===== src/hdl/bvte_pkg.sv =====
// Shared types and codes for the bounded value table engine.
// Holds op and status codes, the cell control struct and the default capacity.
// No dependencies.
`default_nettype none
package bvte_pkg;

  localparam int BVTE_CAPACITY = 16;

  localparam logic [2:0] OP_APPEND    = 3'd0;
  localparam logic [2:0] OP_DEL_FIRST = 3'd1;
  localparam logic [2:0] OP_DEL_ALL   = 3'd2;
  localparam logic [2:0] OP_SORT_ASC  = 3'd3;
  localparam logic [2:0] OP_SORT_DESC = 3'd4;
  localparam logic [2:0] OP_QUERY     = 3'd5;

  localparam logic [1:0] ST_DONE    = 2'd0;
  localparam logic [1:0] ST_FULL    = 2'd1;
  localparam logic [1:0] ST_NOMATCH = 2'd2;

  typedef enum logic [1:0] {
    SWK_COMPACT,
    SWK_ASC,
    SWK_DESC
  } swap_kind_t;

  typedef struct packed {
    logic       mark_clr;
    logic       mark_step;
    logic       kill_set;
    logic       del_all;
    logic       swap_step;
    logic       parity;
    swap_kind_t swap_kind;
    logic       copy_load;
    logic       copy_rot;
    logic       cnt_step;
    logic       cnt_shift;
  } cell_ctl_t;

endpackage
`default_nettype wire


===== src/hdl/bounded_value_table_engine_unit.sv =====
// Top level: control sequencer, row of CAPACITY list cells and the statistics unit.
// Depends on bvte_pkg, bvte_cell and bvte_stats.
//
//  channel | ports                                  | handshake
//  input   | in_op, in_value                        | start && !busy
//  result  | out_status .. out_most_frequent        | out_valid, one cycle
//
// Append and query run load, count and scan; sorts first run an odd-even sort
// pass, deletes a mark pass and an odd-even compaction pass. Count and scan are
// the two rotations of the copy ring. A delete with no match skips compaction.
// rst_n is synchronous; it clears the sequencer and the list size.
// The receiver cannot stall: out_valid is high for exactly one cycle per result.
`default_nettype none
module bounded_value_table_engine_unit
  import bvte_pkg::*;
#(
  parameter int CAPACITY = BVTE_CAPACITY
) (
  input  wire logic               clk,
  input  wire logic               rst_n,
  input  wire logic               start,
  output logic                    busy,
  input  wire logic [2:0]         in_op,
  input  wire logic signed [31:0] in_value,
  output logic                    out_valid,
  output logic [1:0]              out_status,
  output logic [4:0]              out_position,
  output logic [4:0]              out_match_count,
  output logic [4:0]              out_occupancy,
  output logic                    out_is_empty,
  output logic                    out_is_full,
  output logic signed [35:0]      out_total,
  output logic signed [31:0]      out_smallest,
  output logic signed [31:0]      out_largest,
  output logic signed [31:0]      out_most_frequent
);

  localparam int N  = CAPACITY;
  localparam int IW = $clog2(N);
  localparam int CW = $clog2(N+1);

  typedef enum logic [2:0] {
    S_IDLE, S_MARK, S_COMPACT, S_SORT, S_LOAD, S_COUNT, S_SCAN
  } state_t;

  state_t             state_r;
  logic [IW-1:0]      t_r;
  logic [CW-1:0]      count_r;
  logic [2:0]         op_r;
  logic signed [31:0] x_r;
  logic [1:0]         status_r;
  logic               out_valid_r;

  logic               acc;
  logic               last;
  logic signed [31:0] x_bus;
  cell_ctl_t          ctl;

  logic signed [31:0] e_w   [N];
  logic               k_w   [N];
  logic               sw_w  [N];
  logic               sn_w  [N];
  logic [CW-1:0]      pm_w  [N];
  logic signed [31:0] c_w   [N];
  logic               cv_w  [N];
  logic [CW-1:0]      cnt_w [N];
  logic               v_w   [N];

  logic signed [35:0] sum_w;
  logic signed [31:0] mn_w;
  logic signed [31:0] mx_w;
  logic signed [31:0] mode_w;
  logic [CW-1:0]      pos_w;
  logic [CW-1:0]      mcnt_w;

  assign busy  = (state_r != S_IDLE);
  assign acc   = start && !busy;
  assign last  = (t_r == IW'(N - 1));
  assign x_bus = (state_r == S_IDLE) ? in_value : x_r;

  always_comb begin
    ctl           = '0;
    ctl.swap_kind = SWK_COMPACT;
    ctl.del_all   = (op_r == OP_DEL_ALL);
    ctl.parity    = t_r[0];
    case (state_r)
      S_IDLE:    ctl.mark_clr = acc && (in_op == OP_DEL_FIRST || in_op == OP_DEL_ALL);
      S_MARK: begin
        ctl.mark_step = 1'b1;
        ctl.kill_set  = last;
      end
      S_COMPACT: ctl.swap_step = 1'b1;
      S_SORT: begin
        ctl.swap_step = 1'b1;
        ctl.swap_kind = (op_r == OP_SORT_DESC) ? SWK_DESC : SWK_ASC;
      end
      S_LOAD:    ctl.copy_load = 1'b1;
      S_COUNT: begin
        ctl.copy_rot = 1'b1;
        ctl.cnt_step = 1'b1;
      end
      S_SCAN: begin
        ctl.copy_rot  = 1'b1;
        ctl.cnt_shift = 1'b1;
      end
      default: ctl.swap_kind = SWK_COMPACT;
    endcase
  end

  for (genvar i = 0; i < N; i++) begin : g_cell
    localparam int RT = (i + 1) % N;
    localparam int LT = (i + N - 1) % N;
    logic app_en;
    assign app_en = acc && (in_op == OP_APPEND) && (count_r == CW'(i));
    assign v_w[i] = (CW'(i) < count_r);

    bvte_cell #(.N(N), .IDX(i)) u_cell (
      .clk      (clk),
      .ctl      (ctl),
      .x        (x_bus),
      .app_en   (app_en),
      .valid    (v_w[i]),
      .e_l      (e_w[LT]),
      .k_l      (k_w[LT]),
      .swap_l   ((i == 0) ? 1'b0 : sw_w[LT]),
      .e_rt     (e_w[RT]),
      .k_rt     (k_w[RT]),
      .v_rt     ((i == N - 1) ? 1'b0 : v_w[RT]),
      .seen_in  ((i == 0) ? 1'b0 : sn_w[LT]),
      .pm_in    ((i == 0) ? CW'(0) : pm_w[LT]),
      .c_in     (c_w[RT]),
      .cv_in    (cv_w[RT]),
      .cnt_in   (cnt_w[RT]),
      .e_o      (e_w[i]),
      .k_o      (k_w[i]),
      .swap_o   (sw_w[i]),
      .seen_out (sn_w[i]),
      .pm_out   (pm_w[i]),
      .c_o      (c_w[i]),
      .cv_o     (cv_w[i]),
      .cnt_o    (cnt_w[i])
    );
  end

  bvte_stats #(.N(N)) u_stats (
    .clk    (clk),
    .ctl    (ctl),
    .t      (t_r),
    .x      (x_r),
    .c0     (c_w[0]),
    .cv0    (cv_w[0]),
    .cnt0   (cnt_w[0]),
    .sum_o  (sum_w),
    .mn_o   (mn_w),
    .mx_o   (mx_w),
    .mode_o (mode_w),
    .pos_o  (pos_w),
    .mcnt_o (mcnt_w)
  );

  always_ff @(posedge clk) begin
    if (!rst_n) begin
      state_r     <= S_IDLE;
      t_r         <= '0;
      count_r     <= '0;
      op_r        <= OP_QUERY;
      x_r         <= '0;
      status_r    <= ST_DONE;
      out_valid_r <= 1'b0;
    end else begin
      out_valid_r <= 1'b0;
      case (state_r)
        S_IDLE: begin
          if (acc) begin
            op_r     <= in_op;
            x_r      <= in_value;
            t_r      <= '0;
            status_r <= ST_DONE;
            case (in_op)
              OP_APPEND: begin
                if (count_r == CW'(N)) begin
                  status_r <= ST_FULL;
                end else begin
                  count_r <= count_r + CW'(1);
                end
                state_r <= S_LOAD;
              end
              OP_DEL_FIRST, OP_DEL_ALL:  state_r <= S_MARK;
              OP_SORT_ASC, OP_SORT_DESC: state_r <= S_SORT;
              default:                   state_r <= S_LOAD;
            endcase
          end
        end
        S_MARK: begin
          t_r <= t_r + IW'(1);
          if (last) begin
            t_r <= '0;
            // last cell's outputs now cover the whole row
            if (!sn_w[N-1]) begin
              status_r <= ST_NOMATCH;
              state_r  <= S_LOAD;
            end else begin
              count_r <= count_r - ((op_r == OP_DEL_ALL) ? pm_w[N-1] : CW'(1));
              state_r <= S_COMPACT;
            end
          end
        end
        S_COMPACT, S_SORT: begin
          t_r <= t_r + IW'(1);
          if (last) begin
            t_r     <= '0;
            state_r <= S_LOAD;
          end
        end
        S_LOAD: begin
          t_r     <= '0;
          state_r <= S_COUNT;
        end
        S_COUNT: begin
          t_r <= t_r + IW'(1);
          if (last) begin
            t_r     <= '0;
            state_r <= S_SCAN;
          end
        end
        S_SCAN: begin
          t_r <= t_r + IW'(1);
          if (last) begin
            t_r         <= '0;
            out_valid_r <= 1'b1;
            state_r     <= S_IDLE;
          end
        end
        default: state_r <= S_IDLE;
      endcase
    end
  end

  assign out_valid         = out_valid_r;
  assign out_status        = status_r;
  assign out_position      = 5'(pos_w);
  assign out_match_count   = 5'(mcnt_w);
  assign out_occupancy     = 5'(count_r);
  assign out_is_empty      = (count_r == '0);
  assign out_is_full       = (count_r == CW'(N));
  assign out_total         = sum_w;
  assign out_smallest      = mn_w;
  assign out_largest       = mx_w;
  assign out_most_frequent = mode_w;

  a_strobe_after_scan: assert property (@(posedge clk) disable iff (!rst_n)
    out_valid |-> ($past(state_r) == S_SCAN) && !busy)
    else $error("result strobe without a finished scan");

  a_size_bound: assert property (@(posedge clk) disable iff (!rst_n)
    count_r <= CW'(N))
    else $error("list size beyond capacity");

  a_accept_busy: assert property (@(posedge clk) disable iff (!rst_n)
    (start && !busy) |=> busy && !out_valid)
    else $error("accepted item did not start work");

  a_status_full: assert property (@(posedge clk) disable iff (!rst_n)
    (out_valid && out_status == ST_FULL) |-> out_is_full)
    else $error("full status on a list that is not full");

endmodule
`default_nettype wire


===== src/hdl/bvte_cell.sv =====
// One slot of the list: entry, kill flag, match prefix chain and circulating copy.
// Depends on bvte_pkg.
`default_nettype none
module bvte_cell
  import bvte_pkg::*;
#(
  parameter int N   = BVTE_CAPACITY,
  parameter int IDX = 0
) (
  input  wire logic                          clk,
  input  wire cell_ctl_t                     ctl,
  input  wire logic signed [31:0]            x,
  input  wire logic                          app_en,
  input  wire logic                          valid,
  input  wire logic signed [31:0]            e_l,
  input  wire logic                          k_l,
  input  wire logic                          swap_l,
  input  wire logic signed [31:0]            e_rt,
  input  wire logic                          k_rt,
  input  wire logic                          v_rt,
  input  wire logic                          seen_in,
  input  wire logic [$clog2(N+1)-1:0]        pm_in,
  input  wire logic signed [31:0]            c_in,
  input  wire logic                          cv_in,
  input  wire logic [$clog2(N+1)-1:0]        cnt_in,
  output logic signed [31:0]                 e_o,
  output logic                               k_o,
  output logic                               swap_o,
  output logic                               seen_out,
  output logic [$clog2(N+1)-1:0]             pm_out,
  output logic signed [31:0]                 c_o,
  output logic                               cv_o,
  output logic [$clog2(N+1)-1:0]             cnt_o
);

  localparam int   CW     = $clog2(N+1);
  localparam logic ODD    = 1'(IDX % 2);
  localparam logic HAS_RT = (IDX < N - 1);

  logic signed [31:0] e_r;
  logic               k_r;
  logic               seen_r;
  logic [CW-1:0]      pm_r;
  logic signed [31:0] c_r;
  logic               cv_r;
  logic [CW-1:0]      cnt_r;
  logic               m;
  logic               cond;

  assign m = valid && (e_r == x);

  always_comb begin
    case (ctl.swap_kind)
      SWK_COMPACT: cond = k_r && !k_rt;
      SWK_ASC:     cond = valid && v_rt && (e_r > e_rt);
      SWK_DESC:    cond = valid && v_rt && (e_r < e_rt);
      default:     cond = 1'b0;
    endcase
  end

  assign swap_o   = ctl.swap_step && HAS_RT && (ODD == ctl.parity) && cond;
  assign seen_out = seen_r || m;
  assign pm_out   = pm_r + CW'(m);

  always_ff @(posedge clk) begin
    if (app_en) begin
      e_r <= x;
    end else if (swap_o) begin
      e_r <= e_rt;
      k_r <= k_rt;
    end else if (swap_l) begin
      e_r <= e_l;
      k_r <= k_l;
    end else if (ctl.kill_set) begin
      k_r <= !valid || (ctl.del_all ? m : (m && !seen_r));
    end
    if (ctl.mark_clr) begin
      seen_r <= 1'b0;
      pm_r   <= '0;
    end else if (ctl.mark_step) begin
      seen_r <= seen_in;
      pm_r   <= pm_in;
    end
    if (ctl.copy_load) begin
      c_r   <= e_r;
      cv_r  <= valid;
      cnt_r <= '0;
    end else if (ctl.copy_rot) begin
      c_r  <= c_in;
      cv_r <= cv_in;
      if (ctl.cnt_shift) begin
        cnt_r <= cnt_in;
      end else if (ctl.cnt_step && cv_r && (c_r == e_r)) begin
        cnt_r <= cnt_r + CW'(1);
      end
    end
  end

  assign e_o   = e_r;
  assign k_o   = k_r;
  assign c_o   = c_r;
  assign cv_o  = cv_r;
  assign cnt_o = cnt_r;

endmodule
`default_nettype wire


===== src/hdl/bvte_stats.sv =====
// Accumulates list statistics from the entries streaming past slot 0.
// Depends on bvte_pkg.
`default_nettype none
module bvte_stats
  import bvte_pkg::*;
#(
  parameter int N = BVTE_CAPACITY
) (
  input  wire logic                       clk,
  input  wire cell_ctl_t                  ctl,
  input  wire logic [$clog2(N)-1:0]       t,
  input  wire logic signed [31:0]         x,
  input  wire logic signed [31:0]         c0,
  input  wire logic                       cv0,
  input  wire logic [$clog2(N+1)-1:0]     cnt0,
  output logic signed [35:0]              sum_o,
  output logic signed [31:0]              mn_o,
  output logic signed [31:0]              mx_o,
  output logic signed [31:0]              mode_o,
  output logic [$clog2(N+1)-1:0]          pos_o,
  output logic [$clog2(N+1)-1:0]          mcnt_o
);

  localparam int CW = $clog2(N+1);

  logic signed [35:0] sum_r;
  logic signed [31:0] mn_r;
  logic signed [31:0] mx_r;
  logic signed [31:0] mode_r;
  logic [CW-1:0]      pos_r;
  logic [CW-1:0]      mcnt_r;
  logic [CW-1:0]      best_r;

  always_ff @(posedge clk) begin
    if (ctl.copy_load) begin
      sum_r  <= '0;
      mn_r   <= '0;
      mx_r   <= '0;
      mode_r <= '0;
      pos_r  <= '0;
      mcnt_r <= '0;
      best_r <= '0;
    end else if (ctl.cnt_step && cv0) begin
      sum_r <= sum_r + 36'(c0);
      // valid entries form a prefix, so the first one arrives at step zero
      if (t == '0 || c0 < mn_r) mn_r <= c0;
      if (t == '0 || c0 > mx_r) mx_r <= c0;
      if (c0 == x) begin
        mcnt_r <= mcnt_r + CW'(1);
        if (pos_r == '0) pos_r <= CW'(t) + CW'(1);
      end
    end else if (ctl.cnt_shift && cv0 && (cnt0 > best_r)) begin
      best_r <= cnt0;
      mode_r <= c0;
    end
  end

  assign sum_o  = sum_r;
  assign mn_o   = mn_r;
  assign mx_o   = mx_r;
  assign mode_o = mode_r;
  assign pos_o  = pos_r;
  assign mcnt_o = mcnt_r;

endmodule
`default_nettype wire

===== config.mk =====
export PLATFORM = sky130hd
export DESIGN_NAME = bounded_value_table_engine_unit
export DESIGN_NICKNAME = d
export VERILOG_FILES = /design/src/hdl/bvte_pkg.sv /design/src/hdl/bounded_value_table_engine_unit.sv /design/src/hdl/bvte_cell.sv /design/src/hdl/bvte_stats.sv
export SDC_FILE = /design/constraint.sdc
export NUM_CORES = 2
export LEC_CHECK = 0
export BUFFER_PORTS_ARGS = -buffer_cell sky130_fd_sc_hd__buf_4
export CORE_UTILIZATION = 23
export DETAILED_ROUTE_END_ITERATION = 10
export PLACE_DENSITY_LB_ADDON = 0.3
export RECOVER_POWER = 100
export SYNTH_ARGS = -nofsm -noshare
export SYNTH_HDL_FRONTEND = slang
export SYNTH_SLANG_ARGS = --single-unit

===== constraint.sdc =====
create_clock -name clk -period 83.5 [get_ports clk]
set_clock_uncertainty 0.05 [all_clocks]
set_input_delay 8.35 -clock clk [delete_from_list [all_inputs] [get_ports clk]]
set_output_delay 8.35 -clock clk [all_outputs]
set_load 0.03 [all_outputs]

==> impl_metrics.json <==
{
  "status": "complete, but fails checks",
  "violations": "max-capacitance violations, max-slew violations",
  "final_nets": 10858,
  "wl_per_cell_um": 35.28,
  "p_per_area_nw_per_um2": 29.08,
  "grt_pass1_vias": 81059,
  "synth_seq_cells": 1412,
  "switchingPower_mw": 1.346,
  "dp_hpwl_mm": 402.7,
  "path_buf_inv": 3,
  "yosys_warnings": 0,
  "peakVddDrop_v": 0.00001823,
  "totalPowerFinal_mw": 3.133,
  "yosys-top-cells-area": "edfxtp_1 34%, ha_1 8.5%, dfxtp_1 7.6%",
  "clkTransAtPathRegs_ps": 60,
  "crit_path_end_kind": "output port",
  "numCtsBuffers": 178,
  "slowest_stage": "clkbuf_1",
  "core_area_um2": 403200,
  "worst_ep_arrival_time_ps": 9640,
  "max_freq_ghz": 0.05543,
  "antenna_found_initial": 72,
  "hold_class": "flop to flop",
  "seq_power_share_pct": 36.7,
  "h-tree-depth": 4,
  "grt_pass1_wl_mm": 729.9,
  "track_usage_pct": 26.08,
  "numPortBuffers": 190,
  "vias": 89123,
  "rsz0062_at_grt": "no",
  "synthCells": 10024,
  "cp_max_fo": 114,
  "clk_latency_ps": 940,
  "dieArea_um2": 408100,
  "drc": 0,
  "grt_max_degree": 235,
  "required_ps": 75100,
  "p_int_mw": 1.787,
  "wl_mm": 557.1,
  "path_cells": "nor3_4, clkbuf_1, inv_4, buf_4",
  "synth.avg_cell_area_um2": 9.306,
  "synth_most_common_cell": "nand2_1",
  "cts.sinks": 1412,
  "dieHeight_um": 638.8,
  "area_growth_pct": 15.48,
  "fp.dieW_um": 638.8,
  "async_flop_share_pct": 0,
  "synth_area_um2": 93280,
  "cap_violations": 94,
  "synth_common_cells": "1425 x nand2_1, 1056 x edfxtp_1, 776 x o21ai_0",
  "yosysUniqueCellTypes": 94,
  "path_class": "flop to output port",
  "cts_hold_buffers": 0,
  "period_share_pct": 21.61,
  "drtPass1Iterations": 10,
  "hold_viol": 0,
  "synth_sequential_area_ratio_pct": 41.63,
  "synth_nets": 10701,
  "clock_path_buffers": 4,
  "postCtsSetupBuffers": 0,
  "yosysTopAreaCellShare_pct": 33.99,
  "start_kind": "flop",
  "num_io_pins": 191,
  "combinationalPowerShare_pct": 37.2,
  "critPathTopFamily": "buffers and inverters",
  "synth_edf_count": 1056,
  "power.share.switching_pct": 42.95,
  "avgViaCountPerCell": 5.644,
  "worst_slew_pin_slew_ps": 8822,
  "setup_viol": 0,
  "power_frac_clock_pct": 26.2,
  "yosys.area.top_type": "edfxtp_1",
  "slew_headroom_pct": -488.1,
  "cts_resized": 0,
  "ys.flop_type": "edfxtp_1",
  "min_period_ps": 18040,
  "ant_nets": 0,
  "p_leak_nw": 40.66,
  "cpPeakStageDelay_ps": 5300,
  "cts_tree": "yes",
  "setup_tns_ps": 0,
  "reg2reg_slack_ps": 65720,
  "start_util_pct": 23.14,
  "overflow": 0,
  "slew_violations": 4274,
  "rows": 233,
  "drtIter0Drc": 15229,
  "place.gp.congestion": 1.045,
  "drive_above_1_share_pct": 9.762,
  "cts_root_buf": "clkbuf_16"
}
## placed cells by master (no fill, tap or decap), types with 128 or more instances in the layout
| master | count |
|---|---|
| xnor2_1 | 692 |
| ha_1 | 637 |
| nor2_1 | 577 |
| edfxtp_1 | 1056 |
| clkbuf_1 | 279 |
| a21oi_1 | 509 |
| o221a_2 | 257 |
| buf_4 | 384 |
| xor2_1 | 411 |
| inv_1 | 633 |
| mux2i_1 | 254 |
| nand2_1 | 1416 |
| a211oi_1 | 128 |
| clkbuf_16 | 182 |
| dfxtp_1 | 356 |
| nor4_1 | 153 |
| nand4_1 | 243 |
| o21ai_0 | 776 |
| nand3_1 | 228 |
## area by class of cell
| type | count | area [um^2] |
|---|---|---|
| Clock buffer | 221 | 4815 |
| Sequential cell | 1412 | 38840 |
| Tap cell | 5405 | 6763 |
| Antenna cell | 70 | 175.2 |
| Timing Repair Buffer | 636 | 3829 |
| Fill cell | 43276 | 295500 |
| Clock inverter | 94 | 1030 |
| Inverter | 635 | 2386 |
| Multi-Input combinational cell | 7318 | 49890 |
## state kept, by name, indices dropped and copies added (netlist names), 3 cells and up
| name | cells |
|---|---|
| g_cell.u_cell.c_o | 512 |
| g_cell.u_cell.cnt_o | 80 |
| g_cell.u_cell.cv_o | 16 |
| g_cell.u_cell.e_o | 512 |
| g_cell.u_cell.k_o | 16 |
| g_cell.u_cell.pm_r | 65 |
| g_cell.u_cell.seen_r | 14 |
| op_r | 3 |
| out_occupancy | 5 |
| state_r | 3 |
| t_r | 4 |
| u_stats.best_r | 5 |
| u_stats.mcnt_o | 5 |
| u_stats.mn_o | 32 |
| u_stats.mode_o | 32 |
| u_stats.mx_o | 32 |
| u_stats.pos_o | 5 |
| u_stats.sum_o | 36 |
| x_r | 32 |
## final timing paths
kind | endpoint | cells after the start | from
max | busy | 4 | state_r[2]
min | g_cell[5].u_cell.pm_r[0] | 2 | g_cell[5].u_cell.pm_r[0]
max reg2reg | g_cell[9].u_cell.c_o[6] | 7 | state_r[1]
min reg2reg | g_cell[5].u_cell.pm_r[0] | 2 | g_cell[5].u_cell.pm_r[0]
## through the flow
step | cells | utilization, % | setup slack (ps) | hold slack, ps | area [um^2]
2_1_floorplan | 10024 | - | 55690 | 390.6 | 93280
3_3_place_gp | 15406 | 25.51 | 70580 | 401.3 | 102900
3_5_place_dp | 15406 | 25.51 | 70510 | 404.8 | 102900
4_1_cts | 15721 | 26.96 | 71400 | 413.6 | 108700
5_1_grt | 15752 | 26.69 | 64510 | 433.7 | 107600
6_report | 15791 | 26.72 | 65460 | 409.9 | 107700
## logic make-up (layout without fill, tap and decap cells)
kind of cell	Yosys count	after routing	synth area share (%)
AOI/OAI and AO/OA	2245	2245	16.01
xor gates and xnor gates	1103	1103	10.36
adders and majority gates	639	639	8.587
buffers and inverters	1294	1586	5.340
DFF	1412	1412	41.63
muxes	292	292	3.282
other	0	70	0
and+or+nand+nor	3039	3039	14.79
## power by group through the flow
stage | registers [mW] | clock network [mW] | logic (mW)
after global placement | 1.15 | 0 | 1.11
after CTS | 1.13 | 0.820 | 1.12
after floorplan | 1.13 | 0 | 0.629
after detailed placement | 1.14 | 0 | 1.12
final | 1.15 | 0.819 | 1.16
after global routing | 1.15 | 0.844 | 1.21
## per-layer routing
| metal | wire, um | GRT usage [%] | part of all wire (%) | vias up |
|---|---|---|---|---|
| met2 | 220200 | 35.90 | 40 | 7274 |
| met1 | 212400 | 33.45 | 38 | 43274 |
| met3 | 77380 | 9.060 | 14 | 1997 |
| met5 | 231 | 0 | 0.041 | - |
| met4 | 47010 | 18.95 | 8.4 | 32 |
| li1 | - | - | - | 36546 |
## worst reg2reg max path, stage by stage, from the launching register on
cell	delay (ps)
dfxtp_1	370
clkbuf_1	1120
nor2_1	190
nand2_1	2110
clkbuf_1	2210
clkbuf_1	2620
clkbuf_1	6250
o21ai_0	2120
No activity file was read; power rests on OpenSTA's default activity.
